$ cat src/sv/ite_pkg.sv
`timescale 1ns / 1ps

package ite_pkg;

    localparam int PAYLOAD_BUFFER_BYTES = 256;

    localparam int LIMIT_W    = 9;
    localparam int POS_W      = 16;
    localparam int IN_DATA_W  = 24;
    localparam int OUT_DATA_W = 144;
    localparam int KIND_W     = 3;
    localparam int IFN_W      = 16;

    localparam logic [LIMIT_W-1:0] LIMIT_RESET = 9'd256;

    localparam logic [1:0] STATUS_GOOD    = 2'd0;
    localparam logic [1:0] STATUS_NOT_TCP = 2'd1;
    localparam logic [1:0] STATUS_FRAG    = 2'd2;
    localparam logic [1:0] STATUS_TRUNC   = 2'd3;

    localparam logic ITEM_PAYLOAD = 1'b0;
    localparam logic ITEM_RECORD  = 1'b1;

    localparam logic [7:0]  TCP_PROTOCOL     = 8'd6;
    localparam logic [15:0] ETHERTYPE_IPV4   = 16'h0800;
    localparam logic [15:0] FRAG_MASK        = 16'h2000 | 16'h1FFF;
    localparam logic [6:0]  ETH_HEADER_BYTES = 7'd14;
    localparam logic [3:0]  MIN_HDR_WORDS    = 4'd5;
    localparam logic [7:0]  IHL_MASK         = 8'h0f;

    typedef struct packed {
        logic        item_kind;
        logic [7:0]  payload_value;
        logic [31:0] source_address;
        logic [31:0] dest_address;
        logic [15:0] source_port;
        logic [15:0] dest_port;
        logic [7:0]  protocol_number;
        logic [2:0]  record_kind;
        logic [15:0] record_interface;
        logic [8:0]  payload_count;
        logic [1:0]  status;
    } t_result;

endpackage

$ cat src/sv/ipv4_tcp_header_extractor.sv
`timescale 1ns / 1ps
// Ethernet IPv4/TCP header extractor.
// Frame bytes enter on the s_axis channel, one item per byte starting at the
// destination MAC, with tlast on the final byte of the frame. Each payload
// byte of a good TCP frame leaves on m_axis with tuser 0, up to the limit set
// through the configuration channel. The final byte of an IPv4 frame yields one
// record with tuser 1 carrying the status and protocol, and for a good status also
// the addresses, ports and clamped payload length. Frames of other ethertypes give
// no output. The configuration channel is always ready; the user must write it
// only between frames, as the block does not enforce it. An accepted byte passes
// an input register and then the result register before its output item is offered.
// One byte is accepted in every cycle while m_axis takes its items; the rate is
// set by the single input register stage feeding the result register. When m_axis
// stalls, the result register holds and the input register fills, after which
// s_axis_tready drops until the result is taken. Reset empties both registers,
// clears all per-frame header state and sets the payload limit to 256 bytes.

module ipv4_tcp_header_extractor (
    input  logic                                i_clk,
    input  logic                                i_rst_n,
    input  logic                                s_axis_tvalid,
    output logic                                s_axis_tready,
    // data_byte [7:0], interface_number [23:8]
    input  logic [ite_pkg::IN_DATA_W-1:0]       s_axis_tdata,
    input  logic                                s_axis_tlast,
    // packet_kind [2:0]
    input  logic [ite_pkg::KIND_W-1:0]          s_axis_tuser,
    output logic                                m_axis_tvalid,
    input  logic                                m_axis_tready,
    // payload_value [7:0], source_address [39:8], dest_address [71:40],
    // source_port [87:72], dest_port [103:88], protocol_number [111:104],
    // record_kind [114:112], record_interface [130:115],
    // payload_count [139:131], status [141:140], zero fill [143:142]
    output logic [ite_pkg::OUT_DATA_W-1:0]      m_axis_tdata,
    // item_kind [0]
    output logic                                m_axis_tuser,
    input  logic                                i_cfg_valid,
    output logic                                o_cfg_ready,
    input  logic [ite_pkg::LIMIT_W-1:0]         i_cfg_data
);

    logic [ite_pkg::LIMIT_W-1:0] r_limit;
    logic                        r_s1_valid;
    logic [7:0]                  r_s1_byte;
    logic                        r_s1_end;
    logic [ite_pkg::KIND_W-1:0]  r_s1_kind;
    logic [ite_pkg::IFN_W-1:0]   r_s1_ifn;
    logic                        r_out_valid;
    ite_pkg::t_result            r_out;

    logic                        advance;
    logic                        res_valid;
    ite_pkg::t_result            res;

    assign o_cfg_ready   = 1'b1;
    assign advance       = r_s1_valid && (!r_out_valid || m_axis_tready);
    assign s_axis_tready = !r_s1_valid || advance;

    always_ff @(posedge i_clk) begin
        if (!i_rst_n) begin
            r_limit <= ite_pkg::LIMIT_RESET;
        end else if (i_cfg_valid) begin
            r_limit <= i_cfg_data;
        end
    end

    always_ff @(posedge i_clk) begin
        if (!i_rst_n) begin
            r_s1_valid <= 1'b0;
        end else if (s_axis_tready) begin
            r_s1_valid <= s_axis_tvalid;
        end
    end

    always_ff @(posedge i_clk) begin
        if (s_axis_tvalid && s_axis_tready) begin
            r_s1_byte <= s_axis_tdata[7:0];
            r_s1_ifn  <= s_axis_tdata[23:8];
            r_s1_end  <= s_axis_tlast;
            r_s1_kind <= s_axis_tuser;
        end
    end

    ite_parse u_parse (
        .i_clk       (i_clk),
        .i_rst_n     (i_rst_n),
        .i_step      (advance),
        .i_byte      (r_s1_byte),
        .i_end       (r_s1_end),
        .i_kind      (r_s1_kind),
        .i_ifn       (r_s1_ifn),
        .i_limit     (r_limit),
        .o_res_valid (res_valid),
        .o_res       (res)
    );

    always_ff @(posedge i_clk) begin
        if (!i_rst_n) begin
            r_out_valid <= 1'b0;
        end else if (advance) begin
            r_out_valid <= res_valid;
        end else if (m_axis_tready) begin
            r_out_valid <= 1'b0;
        end
    end

    always_ff @(posedge i_clk) begin
        if (advance && res_valid) begin
            r_out <= res;
        end
    end

    assign m_axis_tvalid = r_out_valid;
    assign m_axis_tuser  = r_out.item_kind;
    assign m_axis_tdata  = {2'b00, r_out.status, r_out.payload_count, r_out.record_interface,
                            r_out.record_kind, r_out.protocol_number, r_out.dest_port,
                            r_out.source_port, r_out.dest_address, r_out.source_address,
                            r_out.payload_value};

endmodule

$ cat src/sv/ite_parse.sv
`timescale 1ns / 1ps

module ite_parse (
    input  logic                         i_clk,
    input  logic                         i_rst_n,
    input  logic                         i_step,
    input  logic [7:0]                   i_byte,
    input  logic                         i_end,
    input  logic [ite_pkg::KIND_W-1:0]   i_kind,
    input  logic [ite_pkg::IFN_W-1:0]    i_ifn,
    input  logic [ite_pkg::LIMIT_W-1:0]  i_limit,
    output logic                         o_res_valid,
    output ite_pkg::t_result             o_res
);

    localparam logic [15:0] POS_ETH_HI   = 16'd12;
    localparam logic [15:0] POS_ETH_LO   = 16'd13;
    localparam logic [15:0] POS_IHL      = 16'd14;
    localparam logic [15:0] POS_LEN_HI   = 16'd16;
    localparam logic [15:0] POS_LEN_LO   = 16'd17;
    localparam logic [15:0] POS_FRAG_HI  = 16'd20;
    localparam logic [15:0] POS_FRAG_LO  = 16'd21;
    localparam logic [15:0] POS_PROTO    = 16'd23;
    localparam logic [15:0] POS_PAY_MIN  = 16'd24;
    localparam logic [15:0] POS_ADDR_LO  = 16'd26;
    localparam logic [15:0] POS_ADDR_HI  = 16'd33;
    localparam logic [15:0] POS_MAX      = 16'hFFFF;
    localparam logic [15:0] DOFF_OFFSET  = 16'd12;

    logic [ite_pkg::POS_W-1:0] r_pos, n_pos;
    logic                      r_eth, n_eth;
    logic [3:0]                r_ihl, n_ihl;
    logic [3:0]                r_doff, n_doff;
    logic [15:0]               r_total, n_total;
    logic [15:0]               r_frag, n_frag;
    logic [7:0]                r_proto, n_proto;
    logic [7:0]                r_addr [8];
    logic [7:0]                n_addr [8];
    logic [7:0]                r_port [4];
    logic [7:0]                n_port [4];
    logic [8:0]                r_sent, n_sent;

    logic [3:0]  eff_ihl, eff_doff;
    logic [5:0]  ihl_bytes, doff_bytes;
    logic [6:0]  tcp_start;
    logic [7:0]  pay_start;
    logic [6:0]  hdr_bytes;
    logic [15:0] pay_len;
    logic [8:0]  cap;
    logic [8:0]  target;
    logic [15:0] addr_off, port_off;
    logic        frag_bad;
    logic        pay_ok;
    logic        rec_ok;
    logic [1:0]  status;

    always_comb begin
        eff_ihl    = (r_ihl < ite_pkg::MIN_HDR_WORDS) ? ite_pkg::MIN_HDR_WORDS : r_ihl;
        eff_doff   = (r_doff < ite_pkg::MIN_HDR_WORDS) ? ite_pkg::MIN_HDR_WORDS : r_doff;
        ihl_bytes  = {eff_ihl, 2'b00};
        doff_bytes = {eff_doff, 2'b00};
        tcp_start  = ite_pkg::ETH_HEADER_BYTES + {1'b0, ihl_bytes};
        pay_start  = {1'b0, tcp_start} + {2'b00, doff_bytes};
        hdr_bytes  = {1'b0, ihl_bytes} + {1'b0, doff_bytes};
        pay_len    = (r_total > {9'd0, hdr_bytes}) ? (r_total - {9'd0, hdr_bytes}) : 16'd0;
        if (32'(i_limit) > 32'(ite_pkg::PAYLOAD_BUFFER_BYTES)) begin
            cap = 9'(ite_pkg::PAYLOAD_BUFFER_BYTES);
        end else begin
            cap = i_limit;
        end
        target   = (pay_len < {7'd0, cap}) ? pay_len[8:0] : cap;
        frag_bad = |(r_frag & ite_pkg::FRAG_MASK);
        addr_off = r_pos - POS_ADDR_LO;
        port_off = r_pos - {9'd0, tcp_start};
    end

    always_comb begin
        n_eth   = r_eth;
        n_ihl   = r_ihl;
        n_doff  = r_doff;
        n_total = r_total;
        n_frag  = r_frag;
        n_proto = r_proto;
        n_addr  = r_addr;
        n_port  = r_port;
        if (r_pos == POS_ETH_HI) begin
            n_eth = (i_byte == ite_pkg::ETHERTYPE_IPV4[15:8]);
        end else if (r_pos == POS_ETH_LO) begin
            n_eth = r_eth && (i_byte == ite_pkg::ETHERTYPE_IPV4[7:0]);
        end else if (r_pos == POS_IHL) begin
            n_ihl = 4'(i_byte & ite_pkg::IHL_MASK);
        end else if (r_pos == POS_LEN_HI) begin
            n_total[15:8] = i_byte;
        end else if (r_pos == POS_LEN_LO) begin
            n_total[7:0] = i_byte;
        end else if (r_pos == POS_FRAG_HI) begin
            n_frag[15:8] = i_byte;
        end else if (r_pos == POS_FRAG_LO) begin
            n_frag[7:0] = i_byte;
        end else if (r_pos == POS_PROTO) begin
            n_proto = i_byte;
        end else if (r_pos >= POS_ADDR_LO && r_pos <= POS_ADDR_HI) begin
            n_addr[addr_off[2:0]] = i_byte;
        end
        if (r_pos >= {9'd0, tcp_start} && r_pos < {9'd0, tcp_start} + 16'd4) begin
            n_port[port_off[1:0]] = i_byte;
        end else if (r_pos == {9'd0, tcp_start} + DOFF_OFFSET) begin
            n_doff = i_byte[7:4];
        end
    end

    always_comb begin
        pay_ok = !i_end && r_eth && (r_pos >= POS_PAY_MIN) && (r_proto == ite_pkg::TCP_PROTOCOL)
                 && !frag_bad && (r_pos >= {8'd0, pay_start}) && (r_sent < target);
        rec_ok = i_end && (r_pos >= POS_ETH_LO) && n_eth;
        if (r_pos < POS_PROTO) begin
            status = ite_pkg::STATUS_TRUNC;
        end else if (n_proto != ite_pkg::TCP_PROTOCOL) begin
            status = ite_pkg::STATUS_NOT_TCP;
        end else if (frag_bad) begin
            status = ite_pkg::STATUS_FRAG;
        end else if (r_pos < {8'd0, pay_start} || r_sent < target) begin
            status = ite_pkg::STATUS_TRUNC;
        end else begin
            status = ite_pkg::STATUS_GOOD;
        end

        o_res       = '0;
        o_res_valid = pay_ok || rec_ok;
        if (rec_ok) begin
            o_res.item_kind        = ite_pkg::ITEM_RECORD;
            o_res.protocol_number  = n_proto;
            o_res.record_kind      = i_kind;
            o_res.record_interface = i_ifn;
            o_res.status           = status;
            if (status == ite_pkg::STATUS_GOOD) begin
                o_res.source_address = {r_addr[0], r_addr[1], r_addr[2], r_addr[3]};
                o_res.dest_address   = {r_addr[4], r_addr[5], r_addr[6], r_addr[7]};
                o_res.source_port    = {r_port[0], r_port[1]};
                o_res.dest_port      = {r_port[2], r_port[3]};
                o_res.payload_count  = target;
            end
        end else begin
            o_res.item_kind     = ite_pkg::ITEM_PAYLOAD;
            o_res.payload_value = i_byte;
        end

        n_sent = pay_ok ? (r_sent + 9'd1) : r_sent;
        n_pos  = (r_pos < POS_MAX) ? (r_pos + 16'd1) : r_pos;
    end

    always_ff @(posedge i_clk) begin
        if (!i_rst_n || (i_step && i_end)) begin
            r_pos   <= '0;
            r_eth   <= 1'b0;
            r_ihl   <= '0;
            r_doff  <= '0;
            r_total <= '0;
            r_frag  <= '0;
            r_proto <= '0;
            r_addr  <= '{default: '0};
            r_port  <= '{default: '0};
            r_sent  <= '0;
        end else if (i_step) begin
            r_pos   <= n_pos;
            r_eth   <= n_eth;
            r_ihl   <= n_ihl;
            r_doff  <= n_doff;
            r_total <= n_total;
            r_frag  <= n_frag;
            r_proto <= n_proto;
            r_addr  <= n_addr;
            r_port  <= n_port;
            r_sent  <= n_sent;
        end
    end

endmodule

$ cat config.mk
export PLATFORM = sky130hd
export DESIGN_NAME = ipv4_tcp_header_extractor
export DESIGN_NICKNAME = d
export VERILOG_FILES = /design/src/sv/ite_pkg.sv /design/src/sv/ipv4_tcp_header_extractor.sv /design/src/sv/ite_parse.sv
export SDC_FILE = /design/constraint.sdc
export NUM_CORES = 1
export LEC_CHECK = 0
export ABC_AREA = 1
export BUFFER_PORTS_ARGS = -buffer_cell sky130_fd_sc_hd__buf_4
export CELL_PAD_IN_SITES_DETAIL_PLACEMENT = 1
export CELL_PAD_IN_SITES_GLOBAL_PLACEMENT = 1
export CORE_UTILIZATION = 41
export CTS_CLUSTER_SIZE = 40
export DETAILED_ROUTE_END_ITERATION = 12
export GPL_ROUTABILITY_DRIVEN = 0
export MAX_ROUTING_LAYER = met4
export PLACE_DENSITY_LB_ADDON = 0.25
export SETUP_SLACK_MARGIN = 0.5
export SLEW_MARGIN = 20
export SYNTH_ARGS = -nofsm -noshare
export SYNTH_HDL_FRONTEND = slang
export SYNTH_SLANG_ARGS = --single-unit
$ cat constraint.sdc
create_clock -name i_clk -period 8.32 [get_ports i_clk]
set_clock_uncertainty 0.2 [all_clocks]
set_input_delay 0.416 -clock i_clk [delete_from_list [all_inputs] [get_ports i_clk]]
set_output_delay 0.416 -clock i_clk [all_outputs]
set_load 0.005 [all_outputs]
# Word level (Yosys, flattened, before mapping)

Cells that the tools add are included.

Flip-flop bits (word level): 350
Input port bits: 42
Output and inout bits: 148
Logic and storage cells: 163

$add $sub $neg: 10
$lt $le $gt $ge: 20
Equality and inequality tests: 12
Muxes and demuxes: 28
Bitwise logic cells: 11
Reductions and logical operators: 42

Operator list:

| operator                | number |
|---|---|
| $eq A16 B5 Y1 const B   | 5 |
| $mux W8                 | 10 |
| $bwmux W64              | 1 |
| $eq A16 B4 Y1 const B   | 3 |
| $bwmux W32              | 1 |
| $ge A16 B5 Y1 const B   | 2 |
| $lt A16 B8 Y1           | 2 |
| $demux W8 S3            | 1 |
| $mux W9                 | 2 |
| $logic_and A1 B1 Y1     | 17 |
| $add A16 B1 Y16 const B | 1 |
| $demux W8 S2            | 1 |
| $eq A16 B8 Y1           | 1 |
| $ge A16 B4 Y1 const B   | 1 |
| $ge A16 B7 Y1           | 1 |
| $ge A16 B8 Y1           | 1 |
| $gt A16 B7 Y1           | 1 |
| $le A16 B6 Y1 const B   | 1 |
| $lt A16 B16 Y1 const B  | 1 |
| $lt A16 B5 Y1 const B   | 1 |
| $lt A16 B9 Y1           | 1 |
| $mux W16                | 1 |
| $sub A16 B7 Y16         | 1 |
| $reduce_or A14 Y1       | 1 |
| 37 further kinds        | 65 |

# Logic depth before layout (Yosys ltp)

Gate-level depths: netlist (run 1).

Depth after elaboration: 15
Mapped depth: 47
Gate-level depth less buffers: 43

# Hierarchy

Synthesis (run 1) repeated with hierarchy kept, for this count alone.

Cell total of the unflattened synthesis: 1787
Area total of the unflattened synthesis: 15750.1 um^2

Modules (own cells, without submodules):

| module                    | instances | cells each | area each (um^2) |
|---|---|---|---|
| ite_parse                 | 1         | 1555       | 10156.0 |
| ipv4_tcp_header_extractor | 1         | 232        | 5594.1 |

# Least setup slack after synthesis (run 1)

OpenSTA, ideal clock, no wires.

Kind: flip-flop to flip-flop
From: reg u_parse.r_ihl[2]
To: reg r_out (netlist bit m_axis_tdata[0]) (enable)
Library setup time: 0.508 ns
Arrival: 8.230 ns
Data required time: 7.612 ns
Slack: -0.617 ns
Stages on the path, launching flop included: 36
Period minus slack after synthesis: 8.937 ns
Cells stage by stage: dfxtp_1 -> a21oi_1 -> nand2_1 -> nand2_1 -> ha_1 -> inv_1 -> fa_1 -> o21ai_0 -> a21oi_1 -> ha_1 -> inv_2 -> nor2_2 -> nand2_1 -> nand3_2 -> nand2_1 -> nand2_2 -> buf_6 -> o21ai_0 -> a21oi_1 -> ha_1 -> a21oi_1 -> nor2_1 -> a211oi_1 -> nand2_1 -> nand2_2 -> nand2_4 -> clkbuf_1 -> o21ai_0 -> ha_1 -> nand2_1 -> o21ai_0 -> nand4_1 -> o2111ai_1 -> a21oi_1 -> nand3_2 -> nand2_1

Cells in the longest elaborated chain, start to end: 11
Elaborated cells on any way between the ends: 16
Classes of those cells: add/sub (4); order compare (5); mux (3); reduce/logical (4)

RTL lines:

| item                                             | line                             | RTL |
|---|---|---|
| start, declared                                  | ite_parse.sv:32                  | `logic [3:0] r_ihl, n_ihl;` |
| start signal, assigned                           | ite_parse.sv:167                 | `r_ihl <= n_ihl;` |
| $lt A4 B3 Y1                                     | ite_parse.sv:58                  | `eff_ihl = (r_ihl < ite_pkg::MIN_HDR_WORDS) ? ite_pkg::MIN_HDR_WORDS : r_ihl;` |
| $mux W4 *                                        | ite_parse.sv:58                  |  |
| $add A6 B6 Y7                                    | ite_parse.sv:64                  | `hdr_bytes = {1'b0, ihl_bytes} + {1'b0, doff_bytes};` |
| $sub A16 B7 Y16 or $gt A16 B7 Y1 (tied branches) | ite_parse.sv:65                  | `pay_len = (r_total > {9'd0, hdr_bytes}) ? (r_total - {9'd0, hdr_bytes}) : 16'd0;` |
| $mux W16                                         | ite_parse.sv:65                  |  |
| $lt A16 B9 Y1                                    | ite_parse.sv:71                  | `target = (pay_len < {7'd0, cap}) ? pay_len[8:0] : cap;` |
| $mux W9                                          | ite_parse.sv:71                  |  |
| $lt A9 B9 Y1                                     | ite_parse.sv:114                 | `&& !frag_bad && (r_pos >= {8'd0, pay_start}) && (r_sent < target);` |
| $logic_and A1 B1 Y1 *                            | ite_parse.sv:114                 |  |
| $logic_or A1 B1 Y1 *                             | ite_parse.sv:129                 | `o_res_valid = pay_ok \|\| rec_ok;` |
| $logic_and A1 B1 Y1 *                            | ipv4_tcp_header_extractor.sv:108 | `if (advance && res_valid) begin` |
| end signal, assigned                             | ipv4_tcp_header_extractor.sv:109 | `r_out <= res;` |
| end, declared                                    | ipv4_tcp_header_extractor.sv:49  | `ite_pkg::t_result r_out;` |

Every way passes the cells marked *; elsewhere a longest branch is shown, timed or not.
A chain may end at the register's enable or synchronous reset.

# Final worst setup path (run 1)

From: reg u_parse.r_ihl[2]
To: reg r_out (netlist bit m_axis_tdata[99]) (data pin)

Cells in the longest elaborated chain, start to end: 15
Elaborated cells on any way between the ends: 19
Classes of those cells: add/sub (4); order compare (5); mux (7); reduce/logical (3)

RTL lines:

| item                                             | line             | RTL |
|---|---|---|
| $lt A4 B3 Y1                                     | ite_parse.sv:58  |  |
| $mux W4 *                                        | ite_parse.sv:58  |  |
| $add A6 B6 Y7                                    | ite_parse.sv:64  |  |
| $sub A16 B7 Y16 or $gt A16 B7 Y1 (tied branches) | ite_parse.sv:65  |  |
| $mux W16                                         | ite_parse.sv:65  |  |
| $lt A16 B9 Y1                                    | ite_parse.sv:71  |  |
| $mux W9                                          | ite_parse.sv:71  |  |
| $lt A9 B9 Y1                                     | ite_parse.sv:122 | `end else if (r_pos < {8'd0, pay_start} \|\| r_sent < target) begin` |
| $logic_or A1 B1 Y1 *                             | ite_parse.sv:122 |  |
| $mux W2 *                                        | ite_parse.sv:122 |  |
| $mux W2 *                                        | ite_parse.sv:120 | `end else if (frag_bad) begin` |
| $mux W2 *                                        | ite_parse.sv:118 | `end else if (n_proto != ite_pkg::TCP_PROTOCOL) begin` |
| $mux W2 *                                        | ite_parse.sv:116 | `if (r_pos < POS_PROTO) begin` |
| $logic_not A2 Y1 *                               | ite_parse.sv:136 | `if (status == ite_pkg::STATUS_GOOD) begin` |
| $reduce_and A2 Y1 (no source line) *             | --               |  |

Marks and branches as above.

==> results.ini, run 1 <==
[drt]
top_layer_used = met4
ant_nets = 0
wl_met2_um = 22000
m1WireLength_um = 19400
routed_wl_um = 44000
via_per_inst = 5.02
avgRoutedWirePerCell_um = 18.2
wl_met3_um = 1580
drt_pass1_iterations = 5
drt_iter0_markers = 551
vias = 12100
drcViolationCount = 0

[layout]
num-nets-final = 1974
drive_gt1_share_pct = 18.7
area_growth_syn_to_layout_pct = 23.2
n_antenna_cell = 0
nFillCells = 4320

[die]
ioPinCount = 190
core_region_area_um2 = 37600
dieArea_um2 = 38900
die_h_um = 197
rows = 71
initial_core_util_pct = 41.6
die_w_um = 197

[setup_path]
crit_path_start = u_parse.r_ihl[2]
path_delay_family = simple AND/OR/NAND/NOR gates
worstPathArrival_ns = 7.36
crit_type = reg2reg
crit_buf_inv = 4
endpoint_kind = register
worst_setup_path_start_kind = register
r2r_slack_ns = 1.16
rr_startpoint = u_parse.r_ihl[2]
cp_max_fo = 28
slowest_delay_ns = 0.42
reg2reg_depth = 36
path_common_cell = nand2_1
slowest_stage = ha_1
required_ns = 8.52
path_depth = 36

[power_and_ir_drop]
seq_power_share_pct = 49.8
total_power_mw = 3.67
p_clk_share_pct = 45.9
pwr-share-comb_pct = 4.3
vdd_drop_max_mv = 0.189
power_switching_share_pct = 22.3
power.density_nw_per_um2 = 191
switchingPower_uw = 818
leakagePower_nw = 7.80
internal_power_mw = 2.85

[yosys]
synth_cell_types = 47
ys_seq_area_share_pct = 55.8
yosys-top-cells-area = edfxtp_1 (33%), dfxtp_1 (23%), inv_1 (5.8%)
synth_cells = 1649
synthFlopType = dfxtp_1
synth_common_cells = inv_1 (243), nor2_1 (219), dfxtp_1 (179)
async_flop_share_pct = 0
netlist.area_leader.share_pct = 32.8
synth_warnings = 0
syn_area_per_cell_um2 = 9.48
synth_edf_count = 171
synth_top_cell_by_area = edfxtp_1
yosysMostFrequentCell = inv_1
ys_ff_latch = 350
syn_area_um2 = 15600

[clock_network]
clk_latency_ns = 0.57
root_buffer = clkbuf_16
cts_made_buffers = 39
cts_tree = yes
htreeDepth = 2
clk_path_buf_depth = 3
clk_pin_slew_ns = 0.06
clkSinkCount = 350

[placed_design]
post-place-ws_ns = 0.785
hpwl_um = 29300
io_buffer_count = 186

[timing]
slew_violations = 0
min_period_over_period_pct = 86.1
fin_tns_setup_ns = 0
hold_viol = 0
setup_viol = 0
finalCriticalPeriod_ns = 7.16
clock.fmax_ghz = 0.140
tightest_slew_ns = 1.00
rsz0062_at_grt = false
setup_ws_ns = 1.16
relSlewSlack_pct = 32.6

[grt]
antenna_found_initial = 1
first_global_vias = 12600
overflow = 0
track_usage_pct = 23.3
grt_max_degree = 70
grt_pass1_wl_um = 68600

[run_status]
status = finished clean

[flow_run]
cap_violations = 0

[hold_path]
whs_path_depth = 3
hp-class = in2reg
min_from = i_cfg_valid

-- path summary, 6_finish.rpt --
check | endpoint
worst max register to register | m_axis_tdata[99]
worst max-delay path | m_axis_tdata[99]
worst min-delay path | r_limit[2]
worst min register to register | u_parse.r_port[6]
-- cells in the final DEF, fill, tap and decap left out, types with 7 or more instances in the layout --
cell type,instances
inv_1,242
nor2_1,218
buf_4,197
dfxtp_1,179
edfxtp_1,171
a21oi_1,163
o21ai_0,157
nand2_1,128
ha_1,53
nor2_4,52
dlygate4sd3_1,50
clkbuf_16,41
nand3_1,34
a211oi_1,28
nand4_1,20
nor3_1,19
xor2_1,18
inv_2,12
clkbuf_1,12
nor4_1,10
o21ai_1,8
clkinv_2,7
-- power groups by stage --
stage	Sequential, mW	Clock (mW)	Combinational [mW]
finish	1.83	1.68	0.159
global route	1.83	1.79	0.178
CTS	1.83	1.72	0.157
detailed placement	1.86	0	0.135
global placement	1.86	0	0.130
floorplan	1.85	0	0.0883
-- logic make-up after synthesis --
group                      count (synthesis)  share of synthesized area (%)
other                                      2                         0.0480
and+or+nand+nor                          511                           16.5
AOI/OAI and AO/OA                        380                           13.0
DFF                                      350                           55.8
buffers and inverters                    326                           8.64
xor gates and xnor gates                  24                           1.34
adders and majority gates                 56                           4.63
-- cell type report --
| class | instances | area (um2) | share of cell area (%) |
|---|---|---|---|
| Timing Repair Buffer | 251 | 2040 | 10.6 |
| Inverter | 257 | 970 | 5.04 |
| Tap cell | 511 | 639 | 3.32 |
| Sequential cell | 350 | 8720 | 45.3 |
| Clock buffer | 55 | 1100 | 5.71 |
| Clock inverter | 16 | 129 | 0.669 |
| Multi-Input combinational cell | 977 | 5660 | 29.4 |
-- sequential cells by signal, indices dropped and copies added (netlist names) --
signal	count
u_parse.r_sent	9
r_limit	9
u_parse.r_total	16
r_s1_valid	1
u_parse.r_proto	8
u_parse.r_frag	14
u_parse.r_doff	4
r_s1_ifn	16
u_parse.r_pos	16
u_parse.r_port	32
m_axis_tdata	142
m_axis_tuser	1
r_s1_end	1
r_s1_byte	8
u_parse.r_ihl	4
m_axis_tvalid	1
u_parse.r_eth	1
u_parse.r_addr	64
r_s1_kind	3
-- tightest hold or removal path, delay by kind of cell --
kind	cells	cell delay (ns)
buffers and inverters	2	0.31
AOI/OAI and AO/OA	1	0.09
-- what timing repair did --
action | CTS | global route
setup endpoints to repair | 0 | 203
buffers inserted | 0 | 0
hold endpoints to repair | 39 | 0
hold buffers | 50 | 0
resized for setup | 0 | 11
-- per-stage QoR --
stage,cells,cell area [um2],util [%],hold WS [ns]
final,2417,19300,51.2,0.108
after CTS,2415,19200,51.1,0.0644
after global placement,2294,17500,46.5,0.241
after floorplan,1651,15600,-,0.230
after detailed placement,2294,17500,46.5,0.249
after global routing,2417,19300,51.2,0.131
-- routing by layer --
metal,GRT usage (%),vias up
li1,-,5921
met5,-,-
met1,28.5,5919
met3,3.36,76
met4,7.84,0
met2,39.5,221
(Power assumes the default switching activity.)
==> run 2, diff against run 1 <==
--- a/config.mk
+++ b/config.mk
@@ -10,11 +10,13 @@
 export CELL_PAD_IN_SITES_DETAIL_PLACEMENT = 1
 export CELL_PAD_IN_SITES_GLOBAL_PLACEMENT = 1
 export CORE_UTILIZATION = 41
+export CTS_CLUSTER_DIAMETER = 100
 export CTS_CLUSTER_SIZE = 40
 export DETAILED_ROUTE_END_ITERATION = 12
 export GPL_ROUTABILITY_DRIVEN = 0
+export GPL_TIMING_DRIVEN = 0
 export MAX_ROUTING_LAYER = met4
-export PLACE_DENSITY_LB_ADDON = 0.25
+export PLACE_DENSITY = 0.84
 export SETUP_SLACK_MARGIN = 0.5
 export SLEW_MARGIN = 20
 export SYNTH_ARGS = -nofsm -noshare
==> run 2 against run 1 <==
- core utilization decreased by 1.4 points
- global-route usage is 0.39 points lower
- sequential share of layout area grew 1.2 points
- critical path type unchanged
- die area did not move
- largest cell class unchanged
- setup slack worse by 0.0032 ns
- count of clock-buffer cells in the layout fell by 38
==> results.ini, run 2 (synthesized netlist as in run 1, its figures left out) <==
[grt]
track_usage_pct = 23.0
antenna_found_initial = 0
first_global_vias = 12600
use_met1_pct = 28.2
top_usage_layer = met2
grt_pass1_wl_um = 68000
grtUsageMet2_pct = 40.5
grt_max_degree = 96
overflow = 0
grt_util_met3_pct = 1.83

[timing]
rsz0062_at_grt = false
clock.fmax_ghz = 0.140
setup_viol = 0
tightest_slew_ns = 1.04
finalCriticalPeriod_ns = 7.16
fin_tns_setup_ns = 0
min_period_over_period_pct = 86.1
relSlewSlack_pct = 30.3
slew_violations = 0
hold_viol = 0

[setup_path]
r2r_end = m_axis_tdata[103]
rr_startpoint = u_parse.r_ihl[3]
slowest_stage = dfxtp_1
crit_type = reg2reg
reg2reg_depth = 40
slowest_delay_ns = 0.41
endpoint_kind = register
worst_setup_path_start_kind = register
worstSetupEndpoint = m_axis_tdata[103]
worstPathArrival_ns = 7.38
cp_max_fo = 10
path_common_cell = nand2_1
path_depth = 40
path_delay_family = simple AND/OR/NAND/NOR gates
crit_path_start = u_parse.r_ihl[3]
crit_buf_inv = 7
required_ns = 8.54
r2r_slack_ns = 1.16

[layout]
nFillCells = 4330
num-nets-final = 2000
layout.cells.non_filler = 2420
final_cell_mix = inv_1 (242), nor2_1 (219), buf_4 (195), dfxtp_1 (179), edfxtp_1 (171)
drive_gt1_share_pct = 17.7
area_growth_syn_to_layout_pct = 19.9
n_antenna_cell = 0
largest_reg_flops = 142
final_common_cell = inv_1

[die]
rows = 71
die_w_um = 197
core_region_area_um2 = 37600
ioPinCount = 190
initial_core_util_pct = 41.6
dieArea_um2 = 38900
die_h_um = 197

[drt]
ant_nets = 0
drcViolationCount = 0
routed_wl_um = 44100
avgRoutedWirePerCell_um = 18.2
drt_iter0_markers = 728
drt_pass1_iterations = 5
via_per_inst = 5.08
vias = 12300

[clock_network]
clkSinkCount = 350
htreeDepth = 1
clk_pin_slew_ns = 0.14
clk_path_buf_depth = 3
clk_latency_ns = 0.55
cts_made_buffers = 14
root_buffer = clkbuf_16
cts_tree = yes

[placed_design]
io_buffer_count = 185
hpwl_um = 32200
placedCellCount = 2348

[power_and_ir_drop]
leakagePower_nw = 7.51
vdd_drop_max_mv = 0.186
power.density_nw_per_um2 = 157

[run_status]
status = finished clean

[flow_run]
cap_violations = 0

[hold_path]
hp-class = in2reg

==> run 2: cell types whose count changed in the layout (fill, tap and decap cells not counted), moves of 3 or more <==
cell | before | now
clkbuf_1 | 12 | 53
clkbuf_16 | 41 | 16
dlygate4sd3_1 | 50 | 39
buf_2 | 0 | 6
clkinv_2 | 7 | 1
clkinv_1 | 6 | 1
buf_12 | 2 | 5
==> run 2: worst register-to-register path, delay by kind of cell, from the launching register on <==
family	cells	cell delay (ns)
AO/OA/AOI/OAI	11	1.79
adder cells (fa/ha/maj)	5	1.69
buffers and inverters	7	0.94
flip-flops	1	0.41
AND/OR/NAND/NOR	17	1.99
==> run 2: timing repair <==
item | CTS | global route
pin swaps | 1 | 1
gates cloned | 1 | 2
hold endpoints to repair | 38 | 0
hold buffers | 39 | 0
buffers inserted | 0 | 7
endpoints found under the setup margin | 95 | 248
resized for setup | 2 | 10
==> run 2: layout make-up <==
type | count | area (um2) | share of cell area [%]
plain buffers | 69 | 383 | 2.04
clock buffers | 17 | 383 | 2.04
clock inverters | 6 | 100 | 0.534
inverters | 257 | 970 | 5.17
multi-input cells | 977 | 5660 | 30.2
flip-flops and latches | 350 | 8720 | 46.5
well taps | 511 | 639 | 3.41
repair buffers | 233 | 1880 | 10.1
==> run 2: per-layer routing <==
metal,up-vias,share of wire (%)
li1,5950,-
met1,6015,43
met2,266,51
met3,57,3.4
met4,0,2.5
met5,-,0
==> run 2: worst min path at each step <==
stage                                  start                  to  slack [ns]  depth (start not counted)
after floorplan            u_parse.r_addr[0]   u_parse.r_addr[0]        0.23                          2
after global placement    u_parse.r_port[14]  u_parse.r_port[14]        0.24                          2
after detailed placement  u_parse.r_addr[18]  u_parse.r_addr[18]        0.25                          2
after CTS                      m_axis_tready       m_axis_tvalid        0.07                          6
after global routing           m_axis_tready       m_axis_tvalid        0.15                          6
final                          m_axis_tready       m_axis_tvalid         0.1                          6
==> run 2: metrics by stage <==
step / setup slack [ns] / utilization [%] / hold WS [ns] / cell area [um2] / total power [mW]
3_5_place_dp: 0.485 / 47.1 / 0.245 / 17700 / 2.00
3_3_place_gp: -0.986 / 47.0 / 0.238 / 17700 / 2.00
2_1_floorplan: 0.721 / - / 0.230 / 15600 / 1.94
4_1_cts: 0.601 / 49.5 / 0.0741 / 18600 / 2.95
5_1_grt: 0.528 / 49.9 / 0.153 / 18700 / 3.02
6_report: 1.16 / 49.9 / 0.0982 / 18700 / 2.93
==> run 2: where the power goes <==
part / switching [mW] / total [mW] / leakage (nW) / internal (mW)
registers: 0.0101 / 1.82 / 3.32 / 1.81
clock network: 0.586 / 0.946 / 0.234 / 0.360
logic: 0.111 / 0.169 / 3.96 / 0.0578
total: 0.707 / 2.93 / 7.51 / 2.23
